[src/design/vehicle_track_table_core_macros.svh]
// assertion macros used by the vehicle track table core
`ifndef VEHICLE_TRACK_TABLE_CORE_MACROS_SVH
`define VEHICLE_TRACK_TABLE_CORE_MACROS_SVH

// same-cycle implication, disabled while reset is high
`define VTT_ASSERT_IMP(lbl, clk, rst, ante, cons, msg) \
   lbl: assert property (@(posedge clk) disable iff (rst) (ante) |-> (cons)) else $error(msg);

// next-cycle implication, disabled while reset is high
`define VTT_ASSERT_NXT(lbl, clk, rst, ante, cons, msg) \
   lbl: assert property (@(posedge clk) disable iff (rst) (ante) |=> (cons)) else $error(msg);

`endif

[src/design/vtt_pkg.sv]
// types, codes and constants of the vehicle track table
`timescale 1ns / 1ps
package vtt_pkg;

   localparam int SLOTS_DEFAULT = 8;
   localparam int MAX_RESULTS   = 16;
   localparam int RES_W         = $clog2(MAX_RESULTS + 1);
   localparam logic [RES_W-1:0] RES_CAP = RES_W'(MAX_RESULTS);
   localparam logic [13:0] SPEED_TOP = 14'd9999;
   localparam int CSR_AW = 4;

   // event codes
   localparam logic [1:0] EV_FINISHED = 2'd0;
   localparam logic [1:0] EV_SPEED    = 2'd1;
   localparam logic [1:0] EV_NEW      = 2'd2;

   // register indexes
   localparam logic [1:0] REG_MIN_SPEED = 2'd0;
   localparam logic [1:0] REG_JUMP      = 2'd1;
   localparam logic [1:0] REG_TIMEOUT   = 2'd2;
   localparam logic [1:0] REG_RETENTION = 2'd3;

   // register reset values
   localparam logic [13:0] MIN_SPEED_RST = 14'd50;
   localparam logic [13:0] JUMP_RST      = 14'd200;
   localparam logic [31:0] TIMEOUT_RST   = 32'd2000;
   localparam logic [31:0] RETENTION_RST = 32'd10000;

   // chain operations
   typedef logic [1:0] chain_op_type;
   localparam chain_op_type OP_NOP     = 2'd0;
   localparam chain_op_type OP_ROT     = 2'd1;
   localparam chain_op_type OP_COMPACT = 2'd2;
   localparam chain_op_type OP_APPEND  = 2'd3;

   typedef struct packed {
      logic        used;
      logic        active;
      logic [15:0] vehicle_id;
      logic [13:0] cur_speed;
      logic [13:0] top_speed;
      logic [31:0] last_time;
   } slot_type;

   typedef struct packed {
      chain_op_type op;
      slot_type     tail_slot;
      slot_type     new_slot;
   } chain_ctl_type;

   typedef struct packed {
      logic        kind;
      logic [31:0] now_ms;
      logic [13:0] speed_tenths;
      logic        approaching;
   } req_type;

   typedef struct packed {
      logic [1:0]  event_res;
      logic        toward;
      logic [15:0] vehicle_id;
      logic [13:0] reported_speed;
      logic [15:0] direction_count;
      logic        final_item;
   } rsp_type;

endpackage

[src/design/vtt_cell.sv]
// one slot of a direction list, shifting towards the head
`timescale 1ns / 1ps
module vtt_cell
   import vtt_pkg::*;
(
   input  logic         clock,
   input  logic         reset,
   input  chain_op_type op,
   input  slot_type     new_slot,
   input  slot_type     right_slot,
   input  logic         left_used,
   input  logic         hole_in,
   output slot_type     slot_q,
   output logic         hole_out
);

   logic [1:0] flags_ff, flags_in;
   logic [75:0] data_ff, data_in;
   slot_type   cur, nxt;

   assign cur = slot_type'({flags_ff, data_ff});
   assign slot_q = cur;
   assign hole_out = hole_in | ~cur.used;

   // next content by chain operation
   always_comb begin
      nxt = cur;
      case (op)
         OP_ROT: nxt = right_slot;
         OP_COMPACT: if (hole_in || !cur.used) nxt = right_slot;
         OP_APPEND: if (!cur.used && left_used) nxt = new_slot;
         default: nxt = cur;
      endcase
   end

   assign flags_in = {nxt.used, nxt.active};
   assign data_in = {nxt.vehicle_id, nxt.cur_speed, nxt.top_speed, nxt.last_time};

   // flags
   always_ff @(posedge clock) begin
      if (reset) begin
         flags_ff <= 2'b00;
      end else begin
         flags_ff <= flags_in;
      end
   end

   // payload
   always_ff @(posedge clock) begin
      data_ff <= data_in;
   end

endmodule

[src/design/vtt_chain.sv]
// row of slot cells holding one direction list
`timescale 1ns / 1ps
module vtt_chain
   import vtt_pkg::*;
#(
   parameter int SLOTS = SLOTS_DEFAULT
)
(
   input  logic          clock,
   input  logic          reset,
   input  chain_ctl_type ctl,
   output slot_type      head_slot,
   output logic          full
);

   slot_type slot_q [SLOTS];
   logic     hole [SLOTS+1];

   assign hole[0] = 1'b0;

   genvar k;
   generate
      for (k = 0; k < SLOTS; k++) begin : g_cell
         slot_type right;
         logic     left_used;
         if (k == SLOTS - 1) begin : g_last
            assign right = (ctl.op == OP_ROT) ? ctl.tail_slot : slot_type'('0);
         end else begin : g_mid
            assign right = slot_q[k+1];
         end
         if (k == 0) begin : g_first
            assign left_used = 1'b1;
         end else begin : g_rest
            assign left_used = slot_q[k-1].used;
         end
         vtt_cell u_cell (
            .clock      (clock),
            .reset      (reset),
            .op         (ctl.op),
            .new_slot   (ctl.new_slot),
            .right_slot (right),
            .left_used  (left_used),
            .hole_in    (hole[k]),
            .slot_q     (slot_q[k]),
            .hole_out   (hole[k+1])
         );
      end
   endgenerate

   assign head_slot = slot_q[0];
   assign full = slot_q[SLOTS-1].used;

endmodule

[src/design/vehicle_track_table_core.sv]
// vehicle track table: sequencer, register port and result staging
//
// Input transactions (req_) carry a speed reading or a cleanup tick; each one
// yields up to 16 result transactions (rsp_), the last with final_item set.
// Items are taken one at a time: req_stall is high until the previous item's
// work is done. A reading rotates its direction's cell row once round, one
// cell a cycle unless paused, then releases the last result. A matched
// vehicle goes straight to that release; a new one first emits its new-vehicle
// result and, unless its list is full, is appended with a speed result. A tick
// rotates the approaching row, then the departing row, then closes the gaps.
// A reading below the minimum speed is taken with no result.
// Each result waits in a one-entry holding stage until the next one is found
// or the walk ends, and is then loaded into the output register.
// While rsp_stall is high the output holds and the walk pauses at the next
// result it finds; nothing is dropped but results past the sixteenth.
// Reset empties both lists, clears ids and counts and restores the register
// defaults; there is no clearing pass. The APB-style port is written and read
// at byte addresses 0, 4, 8 and 12 and is always ready.
`timescale 1ns / 1ps
`include "vehicle_track_table_core_macros.svh"
module vehicle_track_table_core
   import vtt_pkg::*;
#(
   parameter int SLOTS_PER_DIRECTION = SLOTS_DEFAULT
)
(
   input  logic              clock,
   input  logic              reset,
   input  logic              req_valid,
   output logic              req_stall,
   input  req_type           req_data,
   output logic              rsp_valid,
   input  logic              rsp_stall,
   output rsp_type           rsp_data,
   input  logic              psel,
   input  logic              penable,
   input  logic              pwrite,
   input  logic [CSR_AW-1:0] paddr,
   input  logic [31:0]       pwdata,
   output logic [31:0]       prdata,
   output logic              pready
);

   localparam int CW = (SLOTS_PER_DIRECTION > 1) ? $clog2(SLOTS_PER_DIRECTION) : 1;
   localparam logic [CW-1:0] CNT_LAST = CW'(SLOTS_PER_DIRECTION - 1);

   localparam logic [2:0] ST_IDLE    = 3'd0;
   localparam logic [2:0] ST_WALK    = 3'd1;
   localparam logic [2:0] ST_NEWV    = 3'd2;
   localparam logic [2:0] ST_APP     = 3'd3;
   localparam logic [2:0] ST_TICKA   = 3'd4;
   localparam logic [2:0] ST_TICKD   = 3'd5;
   localparam logic [2:0] ST_COMPACT = 3'd6;
   localparam logic [2:0] ST_FLUSH   = 3'd7;

   // registers
   logic [2:0]       state_ff, state_in;
   logic [CW-1:0]    cnt_ff, cnt_in;
   logic             searching_ff, searching_in;
   logic [RES_W-1:0] res_cnt_ff, res_cnt_in;
   logic             pend_v_ff, pend_v_in;
   rsp_type          pend_ff, pend_in;
   logic             rsp_valid_ff, rsp_valid_in;
   rsp_type          rsp_ff, rsp_in;
   logic [31:0]      now_ff, now_in;
   logic [13:0]      spd_ff, spd_in;
   logic             dir_ff, dir_in;
   logic [15:0]      next_num_ff, next_num_in;
   logic [15:0]      tot_a_ff, tot_a_in;
   logic [15:0]      tot_d_ff, tot_d_in;
   logic [15:0]      new_id_ff, new_id_in;
   logic [13:0]      min_ff, jump_ff;
   logic [31:0]      tmo_ff, ret_ff;

   // chain signals
   chain_ctl_type ctl_a, ctl_d;
   chain_op_type  op_a, op_d;
   slot_type      head_a, head_d, head, tail, new_slot;
   logic          full_a, full_d;

   logic          cur_dir;
   logic [15:0]   total_cur;
   logic [13:0]   diff;
   logic [31:0]   age;
   logic          emit_req, drop, out_free, can_take, step, match_now;
   logic          out_load;
   rsp_type       emit_data, out_data;
   logic [13:0]   req_spd;
   logic          req_acc;

   // register port
   assign pready = 1'b1;
   always_ff @(posedge clock) begin
      if (reset) begin
         min_ff <= MIN_SPEED_RST;
         jump_ff <= JUMP_RST;
         tmo_ff <= TIMEOUT_RST;
         ret_ff <= RETENTION_RST;
      end else if (psel && penable && pwrite) begin
         case (paddr[3:2])
            REG_MIN_SPEED: min_ff <= pwdata[13:0];
            REG_JUMP: jump_ff <= pwdata[13:0];
            REG_TIMEOUT: tmo_ff <= pwdata;
            REG_RETENTION: ret_ff <= pwdata;
            default: ;
         endcase
      end
   end

   always_comb begin
      case (paddr[3:2])
         REG_MIN_SPEED: prdata = {18'd0, min_ff};
         REG_JUMP: prdata = {18'd0, jump_ff};
         REG_TIMEOUT: prdata = tmo_ff;
         REG_RETENTION: prdata = ret_ff;
         default: prdata = 32'd0;
      endcase
   end

   // direction lists
   assign ctl_a = '{op: op_a, tail_slot: tail, new_slot: new_slot};
   assign ctl_d = '{op: op_d, tail_slot: tail, new_slot: new_slot};

   vtt_chain #(.SLOTS(SLOTS_PER_DIRECTION)) u_chain_a (
      .clock(clock), .reset(reset), .ctl(ctl_a), .head_slot(head_a), .full(full_a)
   );
   vtt_chain #(.SLOTS(SLOTS_PER_DIRECTION)) u_chain_d (
      .clock(clock), .reset(reset), .ctl(ctl_d), .head_slot(head_d), .full(full_d)
   );

   // head comparison
   assign cur_dir = (state_ff == ST_TICKA) ? 1'b1 :
                    (state_ff == ST_TICKD) ? 1'b0 : dir_ff;
   assign head = cur_dir ? head_a : head_d;
   assign total_cur = cur_dir ? tot_a_ff : tot_d_ff;
   assign diff = (head.cur_speed > spd_ff) ? head.cur_speed - spd_ff
                                           : spd_ff - head.cur_speed;
   assign age = now_ff - head.last_time;

   assign req_stall = (state_ff != ST_IDLE);
   assign req_acc = req_valid && !req_stall;
   assign req_spd = (req_data.speed_tenths > SPEED_TOP) ? SPEED_TOP : req_data.speed_tenths;

   assign drop = (res_cnt_ff >= RES_CAP);
   assign out_free = !rsp_valid_ff || !rsp_stall;
   assign can_take = !pend_v_ff || out_free;
   assign step = !emit_req || drop || can_take;

   // sequencer
   always_comb begin
      state_in = state_ff;
      cnt_in = cnt_ff;
      searching_in = searching_ff;
      res_cnt_in = res_cnt_ff;
      pend_v_in = pend_v_ff;
      pend_in = pend_ff;
      now_in = now_ff;
      spd_in = spd_ff;
      dir_in = dir_ff;
      next_num_in = next_num_ff;
      tot_a_in = tot_a_ff;
      tot_d_in = tot_d_ff;
      new_id_in = new_id_ff;
      emit_req = 1'b0;
      emit_data = '{event_res: EV_FINISHED, toward: cur_dir, vehicle_id: head.vehicle_id,
                    reported_speed: head.top_speed, direction_count: total_cur,
                    final_item: 1'b0};
      tail = head;
      new_slot = '{used: 1'b1, active: 1'b1, vehicle_id: new_id_ff, cur_speed: spd_ff,
                   top_speed: spd_ff, last_time: now_ff};
      op_a = OP_NOP;
      op_d = OP_NOP;
      match_now = 1'b0;
      out_load = 1'b0;
      out_data = pend_ff;

      case (state_ff)
         ST_IDLE: begin
            res_cnt_in = '0;
            searching_in = 1'b1;
            cnt_in = '0;
            if (req_acc) begin
               now_in = req_data.now_ms;
               spd_in = req_spd;
               dir_in = req_data.approaching;
               if (req_data.kind) state_in = ST_TICKA;
               else if (req_spd >= min_ff) state_in = ST_WALK;
            end
         end
         ST_WALK: begin
            if (searching_ff && head.used && head.active) begin
               emit_req = 1'b1;
               if (diff > jump_ff || age > tmo_ff) begin
                  tail.active = 1'b0;
               end else begin
                  match_now = 1'b1;
                  emit_data.event_res = EV_SPEED;
                  emit_data.reported_speed = spd_ff;
                  tail.cur_speed = spd_ff;
                  tail.last_time = now_ff;
                  if (spd_ff > head.top_speed) tail.top_speed = spd_ff;
               end
            end
            if (step) begin
               if (dir_ff) op_a = OP_ROT;
               else op_d = OP_ROT;
               if (match_now) searching_in = 1'b0;
               cnt_in = cnt_ff + 1'b1;
               if (cnt_ff == CNT_LAST) begin
                  cnt_in = '0;
                  state_in = (searching_ff && !match_now) ? ST_NEWV : ST_FLUSH;
               end
            end
         end
         ST_NEWV: begin
            emit_req = 1'b1;
            emit_data.event_res = EV_NEW;
            emit_data.vehicle_id = next_num_ff;
            emit_data.reported_speed = spd_ff;
            emit_data.direction_count = total_cur + 16'd1;
            if (step) begin
               next_num_in = next_num_ff + 16'd1;
               new_id_in = next_num_ff;
               if (dir_ff) tot_a_in = tot_a_ff + 16'd1;
               else tot_d_in = tot_d_ff + 16'd1;
               state_in = (dir_ff ? full_a : full_d) ? ST_FLUSH : ST_APP;
            end
         end
         ST_APP: begin
            emit_req = 1'b1;
            emit_data.event_res = EV_SPEED;
            emit_data.vehicle_id = new_id_ff;
            emit_data.reported_speed = spd_ff;
            if (step) begin
               if (dir_ff) op_a = OP_APPEND;
               else op_d = OP_APPEND;
               state_in = ST_FLUSH;
            end
         end
         ST_TICKA, ST_TICKD: begin
            if (head.used) begin
               if (head.active && age > tmo_ff) begin
                  emit_req = 1'b1;
                  tail.active = 1'b0;
               end
               if (!tail.active && age > ret_ff) tail.used = 1'b0;
            end
            if (step) begin
               if (cur_dir) op_a = OP_ROT;
               else op_d = OP_ROT;
               cnt_in = cnt_ff + 1'b1;
               if (cnt_ff == CNT_LAST) begin
                  cnt_in = '0;
                  state_in = (state_ff == ST_TICKA) ? ST_TICKD : ST_COMPACT;
               end
            end
         end
         ST_COMPACT: begin
            op_a = OP_COMPACT;
            op_d = OP_COMPACT;
            cnt_in = cnt_ff + 1'b1;
            if (cnt_ff == CNT_LAST) begin
               cnt_in = '0;
               state_in = ST_FLUSH;
            end
         end
         ST_FLUSH: begin
            if (!pend_v_ff) begin
               state_in = ST_IDLE;
            end else if (out_free) begin
               out_load = 1'b1;
               out_data.final_item = 1'b1;
               pend_v_in = 1'b0;
               state_in = ST_IDLE;
            end
         end
         default: state_in = ST_IDLE;
      endcase

      // result staging: the held result leaves once a later one exists
      if (emit_req && step && !drop) begin
         res_cnt_in = res_cnt_ff + 1'b1;
         pend_in = emit_data;
         pend_v_in = 1'b1;
         if (pend_v_ff) begin
            out_load = 1'b1;
            out_data.final_item = 1'b0;
         end
      end
   end

   // output register
   always_comb begin
      rsp_valid_in = rsp_valid_ff;
      rsp_in = rsp_ff;
      if (out_load) begin
         rsp_valid_in = 1'b1;
         rsp_in = out_data;
      end else if (!rsp_stall) begin
         rsp_valid_in = 1'b0;
      end
   end

   assign rsp_valid = rsp_valid_ff;
   assign rsp_data = rsp_ff;

   // control state
   always_ff @(posedge clock) begin
      if (reset) begin
         state_ff <= ST_IDLE;
         cnt_ff <= '0;
         searching_ff <= 1'b1;
         res_cnt_ff <= '0;
         pend_v_ff <= 1'b0;
         rsp_valid_ff <= 1'b0;
         next_num_ff <= 16'd0;
         tot_a_ff <= 16'd0;
         tot_d_ff <= 16'd0;
      end else begin
         state_ff <= state_in;
         cnt_ff <= cnt_in;
         searching_ff <= searching_in;
         res_cnt_ff <= res_cnt_in;
         pend_v_ff <= pend_v_in;
         rsp_valid_ff <= rsp_valid_in;
         next_num_ff <= next_num_in;
         tot_a_ff <= tot_a_in;
         tot_d_ff <= tot_d_in;
      end
   end

   // payload
   always_ff @(posedge clock) begin
      pend_ff <= pend_in;
      rsp_ff <= rsp_in;
      now_ff <= now_in;
      spd_ff <= spd_in;
      dir_ff <= dir_in;
      new_id_ff <= new_id_in;
   end

   // checks
   `VTT_ASSERT_IMP(a_idle_nothing_held, clock, reset, state_ff == ST_IDLE, !pend_v_ff, "held")
   `VTT_ASSERT_IMP(a_result_cap, clock, reset, 1'b1, res_cnt_ff <= RES_CAP, "count past cap")
   `VTT_ASSERT_IMP(a_busy_stalls, clock, reset, state_ff != ST_IDLE, req_stall, "taken busy")
   `VTT_ASSERT_NXT(a_match_no_new, clock, reset, state_ff == ST_WALK && !searching_ff, state_ff != ST_NEWV, "new")

endmodule
[config.mk]
export PLATFORM = sky130hd
export DESIGN_NAME = vehicle_track_table_core
export DESIGN_NICKNAME = d
export VERILOG_FILES = /design/src/design/vtt_pkg.sv /design/src/design/vtt_cell.sv /design/src/design/vtt_chain.sv /design/src/design/vehicle_track_table_core.sv
export VERILOG_INCLUDE_DIRS = /design/src /design/src/design
export SDC_FILE = /design/constraint.sdc
export NUM_CORES = 2
export LEC_CHECK = 0
export ABC_CLOCK_PERIOD_IN_PS = 28800
export BUFFER_PORTS_ARGS = -buffer_cell sky130_fd_sc_hd__buf_2
export CORE_MARGIN = 2
export CORE_UTILIZATION = 45
export CTS_CLUSTER_DIAMETER = 50
export DETAILED_ROUTE_END_ITERATION = 8
export GPL_TIMING_DRIVEN = 0
export PLACE_DENSITY = 0.67
export SKIP_LAST_GASP = 1
export SYNTH_ARGS = -nofsm -noshare
export SYNTH_HDL_FRONTEND = slang
export SYNTH_HIERARCHICAL = 1
export SYNTH_SLANG_ARGS = --single-unit
[constraint.sdc]
create_clock -name clock -period 28.8 [get_ports clock]
set_input_delay 4.32 -clock clock [delete_from_list [all_inputs] [get_ports clock]]
set_output_delay 4.32 -clock clock [all_outputs]
set_load 0.02 [all_outputs]
==> results.cfg <==
[cts]
cts.sinks = 1564
cts_tree = yes
clockBufferDepth = 3
cts_made_buffers = 167
cts_htree_levels = 4
clk_latency_ns = 0.83
ctsHoldBuffers = 0
post_cts_buffers = 0
cts_root_buffer = clkbuf_16
clkSlewWorstSetupHoldPaths_ns = 0.06
cts_resized = 0

[critical_path]
cpMaxStageDelayCell = o311ai_1
crit_path_end_kind = flop
worstSetupStartpointType = flop
max_stage_delay_ns = 1.14
worstPathArrival_ns = 12.52
required_ns = 29.27
crit_top_cell = a21o_1
crit_fanout = 46
worstSetupPathType = reg2reg

[pwr]
pwr-share-clk_pct = 21.6
p_leak_nw = 34.0
power_frac_comb_pct = 38.5
swShare_pct = 35.0
p_int_mw = 6.42
ir_drop_v = 0.0000920
total_power_mw = 9.88
p_sw_mw = 3.45
powerDensity_nw_per_um2 = 113
seqPwrFrac_pct = 40.0

[global_routing]
grt_pass1_wl_mm = 295
grt_util_all_layers_pct = 23.1
first_global_vias = 45200
grt_max_degree = 64
overflow = 0
antenna_found_initial = 22

[route]
drc = 0
routed_wl_mm = 204
dr.pass1.iters = 7
viasPerCell = 5.54
ant_nets = 0
drt_iter0_markers = 4311
vias = 45100
wl_per_cell_um = 25.1

[sta]
tightest_slew_ns = 1.46
slew_violations = 0
rsz0062_at_grt = false
fin_tns_setup_ns = 0
slew-limit-headroom_pct = 2.39
finalHoldViolCount = 0
period_needed_ns = 12.06
finClkSkew_ns = 0.0355
post-route-period-util_pct = 41.9
max_freq_ghz = 0.0830
setup_viol_count_final = 0
hold_ws_ns = 0.418

[hold_path]
min_path_type = reg2reg

[final_layout]
drive_above_1_share_pct = 33.3
mostFrequentLayoutCells = edfxtp_1, mux2_2, mux2_4
area_delta_synth_final_pct = 13.6
nets = 6033
layout_commonest_cell = edfxtp_1
stdcell_count = 8139

[outcome]
status = complete, no violations

[yosys]
yosys_warnings = 6
synthCells = 5347
synth.cell_area_sq_um = 77000
avgSynthCellArea_sq_um = 14.4

[run]
drv_cap = 0

[place]
gp_congestion = 0.918
dpl.hpwl_mm = 144
place_inst = 7822
port_buffers = 172

[die]
die-area_sq_um = 174000
rows = 151
ios = 176
core-area_sq_um = 170000
initial_core_util_pct = 45.4
die_h_um = 418
fp.dieW_um = 418
==> state kept, by name (all words and copies together), names as in the netlist, 3 cells and up <==
name                              cells
u_chain_d/g_cell.u_cell/flags_ff     16
min_ff                               14
tmo_ff                               32
tot_a_ff                             16
jump_ff                              14
next_num_ff                          16
u_chain_a/g_cell.u_cell/data_ff     608
rsp_data                             50
res_cnt_ff                            5
u_chain_a/g_cell.u_cell/flags_ff     16
u_chain_d/g_cell.u_cell/data_ff     608
out_data                             49
state_ff                              3
new_id_ff                            16
tot_d_ff                             16
ret_ff                               32
spd_ff                               14
now_ff                               32
cnt_ff                                3
==> worst max-delay path, delay by kind of cell (launching register included) <==
kind            cells  cell delay, ns
simple gates        4            1.04
flops               1            0.31
mux                 1            0.26
fa+ha+maj           3            1.10
compound gates     19            5.06
buf+inv             7            3.76
==> metal layers <==
| metal | GRT usage [%] | up-vias | routed length (um) |
|---|---|---|---|
| li1 | - | 20800 | - |
| met1 | 29.3 | 22500 | 83800 |
| met2 | 38.1 | 1397 | 97900 |
| met3 | 3.64 | 406 | 11500 |
| met4 | 11.9 | 2 | 11000 |
| met5 | 0 | - | 13 |
==> stage by stage <==
step,utilization (%),setup slack (ns),area [sq um]
after floorplan,-,17.94,77100
after CTS,51.5,16.98,87500
after global routing,51.6,16.49,87500
final,51.6,16.74,87500
after global placement,47.6,9.45,80800
after detailed placement,48.4,17.00,82000
==> power groups by stage <==
stage	clock network, mW	logic (mW)	registers, mW
final	2.13	3.80	3.95
after global routing	2.26	4.07	4.02
after CTS	2.17	3.77	3.95
after detailed placement	0	3.75	3.99
after global placement	0	3.48	4.11
after floorplan	0	2.46	3.93
==> cell type report <==
type,instances,area (sq um)
Clock inverter,85,841
Multi-Input combinational cell,3332,29500
Inverter,221,870
Sequential cell,1564,45100
Timing Repair Buffer,223,2060
Tap cell,2218,2780
Antenna cell,11,27.5
Buffer,264,1690
Clock buffer,221,4570
Fill cell,14100,82200
==> worst paths after layout <==
check        depth (start not counted)         from  slack, ns                                     end
max                                 34  state_ff[1]      16.74  u_chain_d/g_cell[6].u_cell/data_ff[55]
min                                  0  out_data[8]       0.42                             rsp_data[8]
min reg2reg                          0  out_data[8]       0.42                             rsp_data[8]
max reg2reg                         34  state_ff[1]      16.74  u_chain_d/g_cell[6].u_cell/data_ff[55]
Note: power is estimated with default switching activity, not from simulation.
